--- config.mk ---
export PLATFORM = sky130hd
export DESIGN_NAME = api_frame_receive_parser
export DESIGN_NICKNAME = d
export VERILOG_FILES = /design/src/rtl/afrp_pkg.sv /design/src/rtl/afrp_core.sv /design/src/rtl/api_frame_receive_parser.sv
export SDC_FILE = /design/constraint.sdc
export NUM_CORES = 1
export LEC_CHECK = 0
export BUFFER_PORTS_ARGS = -buffer_cell sky130_fd_sc_hd__buf_2
export CAP_MARGIN = 20
export CORE_ASPECT_RATIO = 1.75
export CORE_MARGIN = 2
export CORE_UTILIZATION = 34
export DETAILED_ROUTE_END_ITERATION = 12
export PLACE_DENSITY = 0.5
export SLEW_MARGIN = 10
export SYNTH_ARGS = -nofsm -noshare
export SYNTH_HDL_FRONTEND = slang
export SYNTH_SLANG_ARGS = --single-unit
--- constraint.sdc ---
create_clock -name clk -period 6.2 [get_ports clk]
set_clock_uncertainty 0.1 [all_clocks]
set_input_delay 0.62 -clock clk [delete_from_list [all_inputs] [get_ports clk]]
set_output_delay 0.62 -clock clk [all_outputs]
set_load 0.02 [all_outputs]
--- src/rtl/afrp_pkg.sv ---
// Package for the API frame receive parser: parser phases, result and config types,
// frame constants and code values. Used by every file in rtl/.
// No dependencies.
package afrp_pkg;

  // Parser phase
  typedef enum logic [3:0] {
    PH_HUNT    = 4'd0,
    PH_LEN_HI  = 4'd1,
    PH_LEN_LO  = 4'd2,
    PH_TYPE    = 4'd3,
    PH_ADDR    = 4'd4,
    PH_SKIP    = 4'd5,
    PH_PAYLOAD = 4'd6,
    PH_OTHER   = 4'd7,
    PH_CHECK   = 4'd8
  } phase_t;

  // Result kind
  localparam logic KIND_DATA = 1'b0;
  localparam logic KIND_END  = 1'b1;

  // Frame end status codes
  localparam logic [1:0] ST_OK        = 2'd0;
  localparam logic [1:0] ST_BAD_SUM   = 2'd1;
  localparam logic [1:0] ST_OTHER     = 2'd2;
  localparam logic [1:0] ST_TOO_SHORT = 2'd3;

  // Configuration register indexes
  localparam int unsigned CFG_IDX_W = 2;
  localparam logic [CFG_IDX_W-1:0] CFG_START    = 2'd0;
  localparam logic [CFG_IDX_W-1:0] CFG_ESCAPE   = 2'd1;
  localparam logic [CFG_IDX_W-1:0] CFG_RX_TYPE  = 2'd2;

  // Configuration reset values
  localparam logic [7:0] START_RST   = 8'h7E;
  localparam logic [7:0] ESCAPE_RST  = 8'h7D;
  localparam logic [7:0] RX_TYPE_RST = 8'h90;

  // Frame layout constants
  localparam logic [7:0]  ESC_XOR      = 8'h20;
  localparam logic [15:0] HEADER_BYTES = 16'd12;
  localparam logic [15:0] ADDR_BYTES   = 16'd8;
  localparam logic [15:0] SKIP_BYTES   = 16'd3;

  typedef struct packed {
    logic [7:0] start_delim;
    logic [7:0] escape_mark;
    logic [7:0] rx_type;
  } cfg_t;

  typedef struct packed {
    logic        kind;
    logic [7:0]  data_byte;
    logic [1:0]  frame_status;
    logic [63:0] sender_address;
    logic [15:0] payload_length;
    logic        last;
  } res_t;

endpackage

--- src/rtl/afrp_core.sv ---
// Frame parser state: unescaping, length/type/address decode, checksum and
// the result word each accepted byte produces. Depends on afrp_pkg.
module afrp_core (
  input  logic            clk,
  input  logic            rst_n,
  input  logic            byte_fire,
  input  logic [7:0]      rx_byte,
  input  afrp_pkg::cfg_t  cfg,
  output logic            res_valid,
  output afrp_pkg::res_t  res
);

  afrp_pkg::phase_t phase_r, phase_nxt;
  logic        esc_r, esc_nxt;
  logic [15:0] len_r, len_nxt;
  logic [15:0] left_r, left_nxt;
  logic [7:0]  sum_r, sum_nxt;
  logic        is_rx_r, is_rx_nxt;
  logic [63:0] addr_r, addr_nxt;

  logic [7:0]  ub;
  logic        esc_take;
  logic [15:0] left_dec;
  logic [15:0] len_minus_hdr;
  logic        len_long;

  // Unescaped byte and escape detection
  assign ub            = esc_r ? (rx_byte ^ afrp_pkg::ESC_XOR) : rx_byte;
  assign esc_take      = (phase_r != afrp_pkg::PH_HUNT) && !esc_r && (rx_byte == cfg.escape_mark);
  assign left_dec      = left_r - 16'd1;
  assign len_minus_hdr = len_r - afrp_pkg::HEADER_BYTES;
  assign len_long      = (len_r >= afrp_pkg::HEADER_BYTES);

  // Next state
  always_comb begin
    phase_nxt = phase_r;
    esc_nxt   = esc_r;
    len_nxt   = len_r;
    left_nxt  = left_r;
    sum_nxt   = sum_r;
    is_rx_nxt = is_rx_r;
    addr_nxt  = addr_r;
    if (byte_fire) begin
      if (phase_r == afrp_pkg::PH_HUNT) begin
        if (rx_byte == cfg.start_delim) begin
          phase_nxt = afrp_pkg::PH_LEN_HI;
          esc_nxt   = 1'b0;
          len_nxt   = '0;
          left_nxt  = '0;
          sum_nxt   = '0;
          is_rx_nxt = 1'b0;
          addr_nxt  = '0;
        end
      end else if (esc_take) begin
        esc_nxt = 1'b1;
      end else begin
        esc_nxt = 1'b0;
        case (phase_r)
          afrp_pkg::PH_LEN_HI: begin
            len_nxt   = {ub, 8'h00};
            phase_nxt = afrp_pkg::PH_LEN_LO;
          end
          afrp_pkg::PH_LEN_LO: begin
            len_nxt   = {len_r[15:8], ub};
            phase_nxt = afrp_pkg::PH_TYPE;
          end
          afrp_pkg::PH_TYPE: begin
            sum_nxt   = sum_r + ub;
            is_rx_nxt = (ub == cfg.rx_type);
            if (is_rx_nxt && len_long) begin
              left_nxt  = afrp_pkg::ADDR_BYTES;
              phase_nxt = afrp_pkg::PH_ADDR;
            end else begin
              left_nxt  = (len_r == 16'd0) ? 16'd0 : (len_r - 16'd1);
              phase_nxt = (left_nxt != 16'd0) ? afrp_pkg::PH_OTHER : afrp_pkg::PH_CHECK;
            end
          end
          afrp_pkg::PH_ADDR: begin
            sum_nxt  = sum_r + ub;
            addr_nxt = {addr_r[55:0], ub};
            left_nxt = left_dec;
            if (left_dec == 16'd0) begin
              left_nxt  = afrp_pkg::SKIP_BYTES;
              phase_nxt = afrp_pkg::PH_SKIP;
            end
          end
          afrp_pkg::PH_SKIP: begin
            sum_nxt  = sum_r + ub;
            left_nxt = left_dec;
            if (left_dec == 16'd0) begin
              left_nxt  = len_minus_hdr;
              phase_nxt = (len_minus_hdr != 16'd0) ? afrp_pkg::PH_PAYLOAD
                                                   : afrp_pkg::PH_CHECK;
            end
          end
          afrp_pkg::PH_PAYLOAD, afrp_pkg::PH_OTHER: begin
            sum_nxt  = sum_r + ub;
            left_nxt = left_dec;
            if (left_dec == 16'd0) phase_nxt = afrp_pkg::PH_CHECK;
          end
          afrp_pkg::PH_CHECK: begin
            phase_nxt = afrp_pkg::PH_HUNT;
          end
          default: begin
            phase_nxt = afrp_pkg::PH_HUNT;
          end
        endcase
      end
    end
  end

  // Result word
  always_comb begin
    res_valid          = 1'b0;
    res.kind           = afrp_pkg::KIND_DATA;
    res.data_byte      = 8'h00;
    res.frame_status   = afrp_pkg::ST_OK;
    res.sender_address = addr_r;
    res.payload_length = (is_rx_r && len_long) ? len_minus_hdr : 16'd0;
    res.last           = 1'b0;
    if (byte_fire && !esc_take) begin
      case (phase_r)
        afrp_pkg::PH_PAYLOAD: begin
          res_valid     = 1'b1;
          res.data_byte = ub;
        end
        afrp_pkg::PH_CHECK: begin
          res_valid = 1'b1;
          res.kind  = afrp_pkg::KIND_END;
          res.last  = 1'b1;
          if (!is_rx_r)             res.frame_status = afrp_pkg::ST_OTHER;
          else if (!len_long)       res.frame_status = afrp_pkg::ST_TOO_SHORT;
          else if (~sum_r == ub)    res.frame_status = afrp_pkg::ST_OK;
          else                      res.frame_status = afrp_pkg::ST_BAD_SUM;
        end
        default: begin
          res_valid = 1'b0;
        end
      endcase
    end
  end

  // State registers
  always_ff @(posedge clk) begin
    if (!rst_n) begin
      phase_r <= afrp_pkg::PH_HUNT;
      esc_r   <= 1'b0;
      len_r   <= '0;
      left_r  <= '0;
      sum_r   <= '0;
      is_rx_r <= 1'b0;
      addr_r  <= '0;
    end else begin
      phase_r <= phase_nxt;
      esc_r   <= esc_nxt;
      len_r   <= len_nxt;
      left_r  <= left_nxt;
      sum_r   <= sum_nxt;
      is_rx_r <= is_rx_nxt;
      addr_r  <= addr_nxt;
    end
  end

endmodule

--- src/rtl/api_frame_receive_parser.sv ---
// Top level of the API frame receive parser: configuration registers,
// parser core and one-entry result register. Depends on afrp_pkg, afrp_core.
//
// Takes one raw received byte per cycle: every byte word is folded into the
// parser state in the cycle it is accepted, and any payload or frame end word
// it yields is registered in a single output register. in_ready is high
// whenever that register is empty or is being emptied by out_ready, so the
// block sustains one byte per clock and only stalls while a result waits.
// Config writes (cfg_wr_en, cfg_index, cfg_data) take effect at once and are
// meant to happen while no frame is in flight.
module api_frame_receive_parser (
  input  logic                               clk,
  input  logic                               rst_n,
  input  logic                               in_valid,
  output logic                               in_ready,
  input  logic [7:0]                         in_rx_byte,
  output logic                               out_valid,
  input  logic                               out_ready,
  output logic                               out_kind,
  output logic [7:0]                         out_data_byte,
  output logic [1:0]                         out_frame_status,
  output logic [63:0]                        out_sender_address,
  output logic [15:0]                        out_payload_length,
  output logic                               out_last,
  input  logic                               cfg_wr_en,
  input  logic [afrp_pkg::CFG_IDX_W-1:0]     cfg_index,
  input  logic [7:0]                         cfg_data
);

  afrp_pkg::cfg_t cfg_r;
  afrp_pkg::res_t res;
  afrp_pkg::res_t res_r;
  logic           res_valid;
  logic           out_valid_r;
  logic           in_fire;

  assign in_ready = !out_valid_r || out_ready;
  assign in_fire  = in_valid && in_ready;

  // Configuration registers
  always_ff @(posedge clk) begin
    if (!rst_n) begin
      cfg_r.start_delim <= afrp_pkg::START_RST;
      cfg_r.escape_mark <= afrp_pkg::ESCAPE_RST;
      cfg_r.rx_type     <= afrp_pkg::RX_TYPE_RST;
    end else if (cfg_wr_en) begin
      case (cfg_index)
        afrp_pkg::CFG_START:   cfg_r.start_delim <= cfg_data;
        afrp_pkg::CFG_ESCAPE:  cfg_r.escape_mark <= cfg_data;
        afrp_pkg::CFG_RX_TYPE: cfg_r.rx_type     <= cfg_data;
        default: ;
      endcase
    end
  end

  afrp_core u_core (
    .clk       (clk),
    .rst_n     (rst_n),
    .byte_fire (in_fire),
    .rx_byte   (in_rx_byte),
    .cfg       (cfg_r),
    .res_valid (res_valid),
    .res       (res)
  );

  // Output register valid
  always_ff @(posedge clk) begin
    if (!rst_n) begin
      out_valid_r <= 1'b0;
    end else if (in_fire && res_valid) begin
      out_valid_r <= 1'b1;
    end else if (out_ready) begin
      out_valid_r <= 1'b0;
    end
  end

  // Output register payload
  always_ff @(posedge clk) begin
    if (in_fire && res_valid) begin
      res_r <= res;
    end
  end

  assign out_valid          = out_valid_r;
  assign out_kind           = res_r.kind;
  assign out_data_byte      = res_r.data_byte;
  assign out_frame_status   = res_r.frame_status;
  assign out_sender_address = res_r.sender_address;
  assign out_payload_length = res_r.payload_length;
  assign out_last           = res_r.last;

endmodule

==> results of run 1 <==
[cell families (layout without fill, tap and decap cells)]
| family | after synthesis | in the layout | synth area share (%) |
|---|---|---|---|
| buf+inv | 103 | 188 | 4.16 |
| mux | 25 | 25 | 2.40 |
| flops | 226 | 226 | 52.2 |
| compound gates | 191 | 191 | 11.4 |
| simple gates | 452 | 452 | 22.7 |
| xor+xnor | 64 | 64 | 5.38 |
| fa+ha+maj | 14 | 14 | 1.75 |
[sequential cells by signal, indices dropped and copies added, names as in the netlist, 8 cells and up]
| signal | flops |
|---|---|
| u_core.addr_r | 64 |
| u_core.len_r | 16 |
| cfg_r | 24 |
| out_sender_address | 64 |
| out_payload_length | 16 |
| u_core.left_r | 16 |
| out_data_byte | 8 |
| u_core.sum_r | 8 |
[worst min path at each step]
| stage | from | cells past startpoint | to |
|---|---|---|---|
| 2_1_floorplan | u_core.addr_r[56] | 0 | out_sender_address[56] |
| 5_1_grt | cfg_data[0] | 3 | cfg_r[16] |
| 3_3_place_gp | u_core.addr_r[62] | 0 | out_sender_address[62] |
| 6_report | cfg_data[7] | 3 | cfg_r[7] |
| 3_5_place_dp | u_core.addr_r[62] | 0 | out_sender_address[62] |
| 4_1_cts | cfg_data[7] | 3 | cfg_r[7] |
[placed cells by master (no fill, tap or decap), types with 4 or more instances in the layout]
master                        n
sky130_fd_sc_hd__a21o_1       5
sky130_fd_sc_hd__a21oi_1     96
sky130_fd_sc_hd__a32o_1       5
sky130_fd_sc_hd__and2_1      14
sky130_fd_sc_hd__and3_1      14
sky130_fd_sc_hd__buf_2      116
sky130_fd_sc_hd__buf_4        9
sky130_fd_sc_hd__clkbuf_16   23
sky130_fd_sc_hd__clkbuf_8     4
sky130_fd_sc_hd__dfxtp_1    135
sky130_fd_sc_hd__edfxtp_1    91
sky130_fd_sc_hd__ha_1        13
sky130_fd_sc_hd__inv_1       20
sky130_fd_sc_hd__mux2i_1     25
sky130_fd_sc_hd__nand2_1    139
sky130_fd_sc_hd__nand2b_1     8
sky130_fd_sc_hd__nand3_1     96
sky130_fd_sc_hd__nand3b_1     5
sky130_fd_sc_hd__nand4_1     13
sky130_fd_sc_hd__nor2_1      69
sky130_fd_sc_hd__nor2b_1     10
sky130_fd_sc_hd__nor3_1      17
sky130_fd_sc_hd__nor4_1      16
sky130_fd_sc_hd__nor4_4       6
sky130_fd_sc_hd__o211ai_1    10
sky130_fd_sc_hd__o21a_1       8
sky130_fd_sc_hd__o21ai_0     26
sky130_fd_sc_hd__or3_1        9
sky130_fd_sc_hd__or4_1        7
sky130_fd_sc_hd__xnor2_1     34
sky130_fd_sc_hd__xor2_1      30
[power breakdown]
part	switching [mW]	internal, mW
Clock	0.576	0.811
Combinational	0.0568	0.0273
Sequential	0.00684	1.54
Total	0.640	2.38
[layout make-up]
class	count	area, sq um	area share [%]
sequential	226	5440	45.3
clock buffer	30	642	5.35
inverter	21	80.1	0.668
clock inverter	10	108	0.897
timing repair buffer	127	679	5.67
multi-input combinational	746	4560	38.1
tap	387	484	4.04
[cells in the mapped netlist (6+ instances only)]
master / n
sky130_fd_sc_hd__clkbuf_1: 53
sky130_fd_sc_hd__o21ai_0: 26
sky130_fd_sc_hd__or3_1: 9
sky130_fd_sc_hd__nor2_1: 69
sky130_fd_sc_hd__a21oi_1: 96
sky130_fd_sc_hd__nand3_1: 96
sky130_fd_sc_hd__xor2_1: 30
sky130_fd_sc_hd__xnor2_1: 34
sky130_fd_sc_hd__nand2b_1: 8
sky130_fd_sc_hd__nor4_1: 17
sky130_fd_sc_hd__nor3_1: 17
sky130_fd_sc_hd__o21a_1: 8
sky130_fd_sc_hd__nor2b_1: 10
sky130_fd_sc_hd__buf_2: 19
sky130_fd_sc_hd__dfxtp_1: 135
sky130_fd_sc_hd__inv_1: 21
sky130_fd_sc_hd__nand4_1: 13
sky130_fd_sc_hd__and3_1: 14
sky130_fd_sc_hd__ha_1: 13
sky130_fd_sc_hd__buf_1: 6
sky130_fd_sc_hd__nor4_4: 6
sky130_fd_sc_hd__mux2i_1: 25
sky130_fd_sc_hd__or4_1: 7
sky130_fd_sc_hd__nand2_1: 141
sky130_fd_sc_hd__and2_1: 14
sky130_fd_sc_hd__edfxtp_1: 91
sky130_fd_sc_hd__o211ai_1: 10
[routing by layer]
| layer | global-route usage [%] | routed length, um | part of all wire [%] | vias to the layer above |
|---|---|---|---|---|
| met5 | 0 | 0 | 0 | - |
| met2 | 34.2 | 16300 | 52 | 255 |
| li1 | - | - | - | 3957 |
| met1 | 20.6 | 11400 | 37 | 3977 |
| met3 | 2.02 | 1110 | 3.6 | 101 |
| met4 | 13.2 | 2280 | 7.3 | 0 |
[critical path, stage by stage (launching register included)]
cell                      delay, ps
sky130_fd_sc_hd__dfxtp_1        510
sky130_fd_sc_hd__nor4_4         590
sky130_fd_sc_hd__nor4_1         100
sky130_fd_sc_hd__nand4_1        240
sky130_fd_sc_hd__nand2_1        190
sky130_fd_sc_hd__nor3_1         590
sky130_fd_sc_hd__inv_1          240
sky130_fd_sc_hd__nand2_4        530
sky130_fd_sc_hd__buf_4          450
[per-stage QoR]
stage | power [mW] | util (%) | setup WS [ps]
finish | 3.02 | 39.9 | 2290
global route | 3.12 | 39.9 | 1910
global placement | 1.66 | 37.3 | 2410
floorplan | 1.63 | - | 1820
detailed placement | 1.66 | 37.3 | 2270
CTS | 3.06 | 39.8 | 2240
==> impl_summary.txt, run 1 <==
----------------------------------------------------
[Synth]
  Net Count, Synth ... 1112
  Share of synthesized flip-flops with an asynchronous set or reset ... 0%
  Leading register cell type out of synthesis ... sky130_fd_sc_hd__dfxtp_1
  Total of warnings raised by yosys ... 0
  Post-Synthesis Cells ... around 1100
  Count of unique library cells instantiated by Yosys ... 77
  Leading cell types by total area after synthesis ... sky130_fd_sc_hd__edfxtp_1 (26%), sky130_fd_sc_hd__dfxtp_1 (26%), sky130_fd_sc_hd__nand2_1 (5.1%)
  Number of enable-type register cells in the synthesized netlist ... 91
  Fraction of the yosys area taken by sequential cells ... between 50% and 60%
  Synthesized area per cell ... between 9 and 10 sq um
  Cell type contributing the most total cell area after synthesis ... sky130_fd_sc_hd__edfxtp_1
  Area of the mapped netlist ... ~10000 sq um
  Yosys top cell area share ... approximately a quarter
  Post-synthesis sequential element count ... 226

[Drt]
  Routed length per placed instance ... between 20 and 25 um
  Starting DRT DRC Count ... 466
  Average via count per standard cell ... around 5.4
  # DRC ... 0
  Routed WL ... between 30000 and 40000 um
  Vias after detailed routing ... ~8300
  Post-detailed-route count of antenna-violating nets ... 0
  DR pass1 iterations ... 5

[Placed design]
  Number of buffer cells added on primary ports ... 116
  Half-perimeter wire length of the detailed placement result ... approximately 22000 um
  Post-DP Area ... about 11000 sq um
  GP Congestion ... 0.883
  # placed instances ... between 1500 and 2000

[Power and ir drop]
  Leakage ... between 4 and 5 nW
  P per Cell Area ... 252 nW/um^2
  Worst vdd rail ir drop ... 0.000146 V

[Clock network]
  Clock Latency Late Sink ... 520 ps
  Buffers inserted by post-CTS timing repair ... 0
  Number of H-tree branching levels ... 1
  Clock Root Buffer ... sky130_fd_sc_hd__clkbuf_16
  Num CTS Buffers ... 22
  Maximum buffer depth of the clock tree ... 3
  Clk sinks ... about 230
  Clock Pin Slew Worst Setup and Hold Paths ... roughly 70 ps
  Cts hold-fix bufs ... 0
  TritonCTS clock tree ... done
  Number of gates given a new drive strength after cts ... 0

[Timing]
  Final worst path period need ... about 3900 ps
  Number of endpoints with negative hold slack in the final report ... 0
  Setup violations, final ... 0
  Fraction of the cycle the final worst path needs ... 63.1%
  Max-slew violations ... 0
  RSZ-0062 raised after global routing ... no
  Tightest hold margin ... 279 ps
  Relative max-transition margin ... between 20% and 30%
  Least-Margin Pin Slew ... ~1100 ps
  Final setup TNS ... 0 ps
  Maximum clock rate ... 255 MHz

[Critical path]
  Worst Setup EP ... out_sender_address[31]
  Launch point of the worst path ... u_core.phase_r[3]
  Data required time at the worst endpoint ... between 6000 and 7000 ps
  Critical R2R Launch ... u_core.phase_r[3]
  CP Capture Type ... register
  Worst Path Max Fanout ... 37
  Arrival time reported for the critical path endpoint ... 3990 ps
  R2r setup slk ... between 2000 and 2500 ps
  Critical Path Source Type ... register
  Startpoint-to-endpoint class of the critical path ... reg -> reg
  Cells on worst reg2reg path ... 8
  R2R Path End ... out_sender_address[31]

[Global routing]
  Number of global-route vias before repair ... slightly above 8000
  GRT Residual Overflow ... 0
  Pin count of the biggest net entering global routing ... 98
  First-pass GRT wire length ... 47000 um
  Total global routing track utilization ... 19.1%
  Initial antenna violation count ... 0

[Floorplanning]
  Overall die height ... approximately 240 um
  Number of primary I/O pins ... around 120
  Area enclosed by the die boundary ... between 30000 and 40000 sq um
  Number of standard-cell rows in the floorplan ... 84
  Starting utilization of the core area ... 34.6%
  Area of the core ... between 30000 and 40000 sq um
  Chip width ... between 100 and 150 um

[Final layout]
  Fraction of layout instances using a drive strength above 1 ... approximately 16%
  Antenna fix cells ... 0
  Net count, final ... between 1000 and 1500
  Fin area ... ~12000 sq um
  Number of non-filler instances in the completed layout ... approximately 1500
  Area growth from synthesis to final layout ... 15.1%
  Filler Cells Inserted ... approximately 3000

[Run]
  Number of violations of the max-capacitance limit ... 0

[Worst hold path]
  Hold/Removal Path Class ... in -> reg

[Outcome]
  Outcome ... completed

----------------------------------------------------
No activity file was read; power rests on OpenSTA's default activity.
==> run 2, diff against run 1 <==
--- a/config.mk
+++ b/config.mk
@@ -5,6 +5,7 @@
 export SDC_FILE = /design/constraint.sdc
 export NUM_CORES = 1
 export LEC_CHECK = 0
+export ABC_AREA = 1
 export BUFFER_PORTS_ARGS = -buffer_cell sky130_fd_sc_hd__buf_2
 export CAP_MARGIN = 20
 export CORE_ASPECT_RATIO = 1.75
==> constraint.sdc (replaced) <==
create_clock -name clk -period 4.1 [get_ports clk]
set_clock_uncertainty 0.1 [all_clocks]
set_input_delay 0.41 -clock clk [delete_from_list [all_inputs] [get_ports clk]]
set_output_delay 0.41 -clock clk [all_outputs]
set_load 0.02 [all_outputs]
==> impl_summary.txt, run 2 <==
----------------------------------------------------
[Outcome]
  Outcome ... completed

[Critical path]
  Cell breakdown of the critical path ... nor2_1, inv_1, nor2_1, buf_4, nor2_1, nand3_1, and2_4, nand3_1, nand2_4, buf_4
  Worst Path Max Fanout ... between 40 and 50
  Most numerous cell on the critical path ... sky130_fd_sc_hd__nor2_1
  Worst-path cell with the longest stage delay ... sky130_fd_sc_hd__nand2_4
  Top delay family on crit path ... simple AND/OR/NAND/NOR gates
  Startpoint-to-endpoint class of the critical path ... reg -> reg
  Data required time at the worst endpoint ... approximately 4200 ps
  Critical Path Source Type ... register
  Arrival time reported for the critical path endpoint ... approximately 3200 ps
  Delay of the slowest critical-path stage ... 630 ps
  CP Capture Type ... register
  R2r setup slk ... around 1000 ps
  CP Buf/Inv Count ... 3

[Timing]
  Tightest hold margin ... between 15 and 20 ps
  Least-Margin Pin Slew ... about 990 ps
  RSZ-0062 raised after global routing ... no
  Final worst path period need ... approximately 3100 ps
  Final setup TNS ... 0 ps
  Maximum clock rate ... roughly 320 MHz
  Max-slew violations ... 0
  Number of endpoints with negative hold slack in the final report ... 0
  Relative max-transition margin ... between 30% and 40%
  Fraction of the cycle the final worst path needs ... 76.3%
  Setup violations, final ... 0

[Synth]
  Net Count, Synth ... approximately 1300
  Area share of fa/ha/maj cells after synthesis ... 1.73%
  Count of unique library cells instantiated by Yosys ... 41
  Multiplexer fraction of the synthesized cell area ... 0%
  Most frequent cells after synthesis ... sky130_fd_sc_hd__nand2_1 (297), sky130_fd_sc_hd__nor2_1 (139), sky130_fd_sc_hd__dfxtp_1 (135)
  Number of enable-type register cells in the synthesized netlist ... a little over 90
  Leading cell types by total area after synthesis ... sky130_fd_sc_hd__edfxtp_1 (26%), sky130_fd_sc_hd__dfxtp_1 (26%), sky130_fd_sc_hd__nand2_1 (11%)
  Main combinational cell family by area after synthesis ... simple AND/OR/NAND/NOR gates
  Basic-gate share of the synthesized area counting and, or, nand and nor cells ... between 20% and 30%
  Cell type contributing the most total cell area after synthesis ... sky130_fd_sc_hd__edfxtp_1
  Yosys top cell area share ... about a quarter
  Synthesized area per cell ... around 8 sq um
  Post-Synthesis Cells ... approximately 1300
  Share of synthesized flip-flops with an asynchronous set or reset ... 0%
  Share of the synthesized area in compound gates (AO/OA/AOI/OAI) ... 10.1%
  Post-synthesis share of cell area spent on xor and xnor gates ... under 10%
  Leading register cell type out of synthesis ... sky130_fd_sc_hd__dfxtp_1
  Post-synthesis sequential element count ... 226
  Total of warnings raised by yosys ... 0
  Most instantiated library cell after synthesis ... sky130_fd_sc_hd__nand2_1
  Fraction of the yosys area taken by sequential cells ... between 50% and 60%
  Area of the mapped netlist ... about 11000 sq um

[Global routing]
  GRT Residual Overflow ... 0
  Met1 capacity usage during global routing ... between 20 and 25%
  Most crowded layer after global routing ... met2
  Total global routing track utilization ... between 10% and 20%
  First-pass GRT wire length ... ~47000 um
  Initial antenna violation count ... 0
  Pin count of the biggest net entering global routing ... 66
  Global Route met3 Usage ... between 2 and 2.5%
  M2 GR Usage ... between 30% and 40%
  Number of global-route vias before repair ... ~8600

[Power and ir drop]
  Worst vdd rail ir drop ... 0.000353 V
  P per Cell Area ... between 300 and 400 nW/um^2
  Leakage ... about 5.2 nW

[Drt]
  Routed length per placed instance ... roughly 17 um
  # DRC ... 0
  DR pass1 iterations ... 5
  Vias after detailed routing ... between 8000 and 9000
  Routed WL ... between 30000 and 40000 um
  Post-detailed-route count of antenna-violating nets ... 0
  Starting DRT DRC Count ... between 500 and 600
  Average via count per standard cell ... between 4 and 5

[Final layout]
  Most used cells in the layout excluding fill and tap cells ... sky130_fd_sc_hd__nand2_1 (296), sky130_fd_sc_hd__nor2_1 (139), sky130_fd_sc_hd__dfxtp_1 (135), sky130_fd_sc_hd__nand3_1 (134), sky130_fd_sc_hd__a21oi_1 (134)
  Net count, final ... about 1400
  Fraction of layout instances using a drive strength above 1 ... 14.4%
  Area growth from synthesis to final layout ... 16.6%
  Commonest non-fill, non-tap cell in the layout ... sky130_fd_sc_hd__nand2_1
  Antenna fix cells ... 0

[Floorplanning]
  Starting utilization of the core area ... roughly 34%
  Area enclosed by the die boundary ... approximately 33000 sq um
  Area of the core ... 30700 sq um
  Overall die height ... 237 um
  Number of primary I/O pins ... roughly 120
  Number of standard-cell rows in the floorplan ... 85
  Chip width ... around 140 um

[Clock network]
  Clk sinks ... approximately 230
  Num CTS Buffers ... 23
  Buffers inserted by post-CTS timing repair ... 0
  Clock Pin Slew Worst Setup and Hold Paths ... approximately 70 ps
  Cts hold-fix bufs ... 0
  Clock Root Buffer ... sky130_fd_sc_hd__clkbuf_16
  Clock Latency Late Sink ... approximately 540 ps
  TritonCTS clock tree ... done
  Number of gates given a new drive strength after cts ... 0
  Maximum buffer depth of the clock tree ... 3
  Number of H-tree branching levels ... 1

[Placed design]
  Number of buffer cells added on primary ports ... about 120
  Half-perimeter wire length of the detailed placement result ... roughly 22000 um
  GP Congestion ... approximately 0.89

[Worst hold path]
  Hold/Removal Path Class ... in -> reg

[Run]
  Number of violations of the max-capacitance limit ... 0

----------------------------------------------------
-- run 2: changes by cell type in the layout (fill, tap and decap cells not counted), sizes merged, moves of 25 or more --
cell,delta
o21ai,+28
nand3,+43
nand2,+163
a21oi,+39
mux2i,-25
inv,+88
nor2,+79
xnor2,-29
-- run 2: kinds of logic (layout without fill, tap and decap cells) --
group           Yosys count  in the layout
compound gates          207            207
xor+xnor                 40             40
fa+ha+maj                14             14
buf+inv                 171            282
flops                   226            226
simple gates            643            643
-- run 2: layout make-up --
cell class | instances | area (sq um)
Sequential cell | 226 | 5440
Clock buffer | 32 | 692
Multi-Input combinational cell | 904 | 4410
Clock inverter | 10 | 174
Inverter | 110 | 413
Timing Repair Buffer | 130 | 723
Fill cell | 3174 | 18400
Tap cell | 391 | 489
-- run 2: power breakdown --
| group | internal (mW) | leakage [nW] | switching [mW] | total (mW) |
|---|---|---|---|---|
| clock | 1.45 | 0.421 | 0.915 | 2.36 |
| combinational | 0.0701 | 2.76 | 0.151 | 0.221 |
| sequential | 2.33 | 2.00 | 0.0114 | 2.34 |
| total | 3.85 | 5.18 | 1.08 | 4.93 |
-- run 2: per-stage QoR --
step | utilization (%) | power, mW | std cells | setup WS [ps] | cell area (sq um)
2_1_floorplan | - | 2.54 | 1301 | 131 | 10600
3_3_place_gp | 37.3 | 2.61 | 1760 | 928 | 11500
3_5_place_dp | 37.3 | 2.62 | 1761 | 855 | 11500
4_1_cts | 40.1 | 4.99 | 1803 | 905 | 12300
5_1_grt | 40.1 | 5.08 | 1803 | 698 | 12300
6_report | 40.1 | 4.93 | 1803 | 973 | 12300
-- run 2: worst paths after layout --
check	cells after the start	endpoint	startpoint
setup / recovery	10	out_data_byte[4]	u_core.phase_r[1]
hold / removal	3	cfg_r[18]	cfg_data[2]
setup reg to reg	10	out_data_byte[4]	u_core.phase_r[1]
hold reg to reg	0	out_sender_address[56]	u_core.addr_r[56]
-- run 2: per-layer routing --
| metal | wire (um) | vias up |
|---|---|---|
| li1 | - | 4512 |
| met1 | 11500 | 4139 |
| met2 | 17000 | 192 |
| met3 | 978 | 52 |
| met4 | 962 | 0 |
| met5 | 0 | - |
-- run 2: worst reg2reg max path, delay by kind of cell, from the launching register on --
| family | cells | cell delay, ps |
|---|---|---|
| buffers and inverters | 3 | 700 |
| flip-flops | 1 | 360 |
| AND/OR/NAND/NOR | 7 | 1650 |
==> run 3, diff against run 2 <==
==> constraint.sdc (replaced) <==
create_clock -name clk -period 3.1 [get_ports clk]
set_clock_uncertainty 0.1 [all_clocks]
set_input_delay 0.31 -clock clk [delete_from_list [all_inputs] [get_ports clk]]
set_output_delay 0.31 -clock clk [all_outputs]
set_load 0.02 [all_outputs]
==> impl_summary.txt, run 3 (synthesis results as in run 2) <==
----------------------------------------------------
[Placed design]
  Number of buffer cells added on primary ports ... between 100 and 150
  Post-placement setup slack ... 306 ps
  Half-perimeter wire length of the detailed placement result ... 22100 um
  GP Congestion ... 0.942

[Final layout]
  Area growth from synthesis to final layout ... 18.1%
  Antenna fix cells ... 0
  Net count, final ... 1456
  Most used cells in the layout excluding fill and tap cells ... sky130_fd_sc_hd__nand2_1 (296), sky130_fd_sc_hd__nor2_1 (139), sky130_fd_sc_hd__dfxtp_1 (135), sky130_fd_sc_hd__nand3_1 (134), sky130_fd_sc_hd__a21oi_1 (134)
  Commonest non-fill, non-tap cell in the layout ... sky130_fd_sc_hd__nand2_1
  Fraction of layout instances using a drive strength above 1 ... 15.3%

[Drt]
  Post-detailed-route count of antenna-violating nets ... 0
  Routed length per placed instance ... around 17 um
  Average via count per standard cell ... 4.92
  Starting DRT DRC Count ... approximately 480
  Vias after detailed routing ... around 9000
  # DRC ... 0
  DR pass1 iterations ... 5
  Routed WL ... between 30000 and 40000 um

[Timing]
  Least-Margin Pin Slew ... 727 ps
  Setup slack of the critical path after layout ... ~260 ps
  Setup violations, final ... 0
  Number of endpoints with negative hold slack in the final report ... 0
  Final setup TNS ... 0 ps
  Maximum clock rate ... roughly 350 MHz
  Fraction of the cycle the final worst path needs ... between 90% and 100%
  Max-slew violations ... 0
  Final worst path period need ... roughly 2800 ps
  Relative max-transition margin ... 51.5%
  RSZ-0062 raised after global routing ... no

[Critical path]
  Launch point of the worst path ... u_core.len_r[0]
  Worst Path Max Fanout ... 8
  Arrival time reported for the critical path endpoint ... about 3200 ps
  CP Buf/Inv Count ... 2
  CP Capture Type ... register
  Critical R2R Launch ... u_core.len_r[0]
  Delay of the slowest critical-path stage ... approximately 450 ps
  R2r setup slk ... 260 ps
  Critical Path Source Type ... register
  Worst-path cell with the longest stage delay ... sky130_fd_sc_hd__o21ai_0
  Top delay family on crit path ... simple AND/OR/NAND/NOR gates
  Startpoint-to-endpoint class of the critical path ... reg -> reg
  Cell breakdown of the critical path ... clkinv_1, ha_1, o21ai_0, nor2_1, nand2_1, nand2_1, nand3_1, inv_1, nor3_1, nand3_1, nand2_1, nand2_1, a21oi_1
  Data required time at the worst endpoint ... between 3000 and 4000 ps
  Most numerous cell on the critical path ... sky130_fd_sc_hd__nand2_1

[Clock network]
  Clock Root Buffer ... sky130_fd_sc_hd__clkbuf_16
  Maximum buffer depth of the clock tree ... 3
  Clock Pin Slew Worst Setup and Hold Paths ... around 60 ps
  TritonCTS clock tree ... done
  Buffers inserted by post-CTS timing repair ... 0
  Clk sinks ... ~230
  Num CTS Buffers ... 23
  Number of H-tree branching levels ... 1
  Clock Latency Late Sink ... between 500 and 600 ps

[Outcome]
  Outcome ... completed

[Floorplanning]
  Number of standard-cell rows in the floorplan ... between 80 and 90
  Area enclosed by the die boundary ... between 30000 and 40000 sq um
  Area of the core ... between 30000 and 40000 sq um
  Chip width ... 137 um
  Number of primary I/O pins ... around 120
  Starting utilization of the core area ... 34.4%
  Overall die height ... 237 um

[Global routing]
  GRT Residual Overflow ... 0
  Initial antenna violation count ... 0
  Pin count of the biggest net entering global routing ... 94
  First-pass GRT wire length ... approximately 47000 um
  Total global routing track utilization ... between 10% and 20%
  Number of global-route vias before repair ... a little under 9000

[Power and ir drop]
  Leakage ... roughly 5.3 nW
  P per Cell Area ... between 500 and 600 nW/um^2
  Worst vdd rail ir drop ... between 0.0003 and 0.0004 V

[Worst hold path]
  Startpoint of the worst hold path ... in_rx_byte[0]
  Hold/Removal Path Class ... in -> reg

[Run]
  Number of violations of the max-capacitance limit ... 0

----------------------------------------------------
-- run 3: cell count changes in the layout (fill, tap and decap cells not counted), sizes merged --
cell         change
dlygate4sd3      +9
buf             +15
bufinv           -2
clkinv           +2
-- run 3: where the power goes --
group / total (mW) / internal [mW] / switching (mW)
Combinational: 0.300 / 0.102 / 0.198
Sequential: 3.10 / 3.09 / 0.0121
Clock: 2.91 / 1.70 / 1.21
-- run 3: per-layer routing --
metal | GRT usage [%] | share of wire (%)
met1 | 20.4 | 38
met2 | 35.1 | 54
met3 | 1.94 | 3.8
met4 | 8.68 | 4.3
met5 | 0 | 0
-- run 3: area by class of cell --
class,count,area [sq um]
Sequential cell,226,5440
Clock buffer,32,671
Inverter,110,413
Multi-Input combinational cell,904,4410
Fill cell,3170,18200
Clock inverter,10,123
Timing Repair Buffer,154,951
Tap cell,391,489
-- run 3: worst paths after layout --
| kind | to | cells after the start |
|---|---|---|
| min | u_core.len_r[0] | 3 |
| max reg2reg | u_core.phase_r[3] | 13 |
| min reg2reg | out_sender_address[58] | 0 |
| max | u_core.phase_r[3] | 13 |
-- run 3: stage by stage --
step | area (sq um) | std cells | utilization, % | hold slack [ps] | power, mW
floorplan | 10600 | 1301 | - | 309 | 3.35
global placement | 11600 | 1776 | 37.8 | 316 | 3.46
detailed placement | 11600 | 1776 | 37.8 | 315 | 3.46
CTS | 12500 | 1827 | 40.6 | 47.1 | 6.39
global route | 12500 | 1827 | 40.6 | 86.2 | 6.52
finish | 12500 | 1827 | 40.6 | 54.1 | 6.30
-- run 3: worst register-to-register path, delay by kind of cell (launching register included) --
kind	cells	cell delay (ps)
and+or+nand+nor	8	1160
DFF	1	330
buffers and inverters	2	290
AOI/OAI and AO/OA	2	560
adders and majority gates	1	320
-- run 3: repair_timing --
item                      CTS  global route
hold buffers                9             0
hold endpoints to repair   24             0
resized for setup           0             0
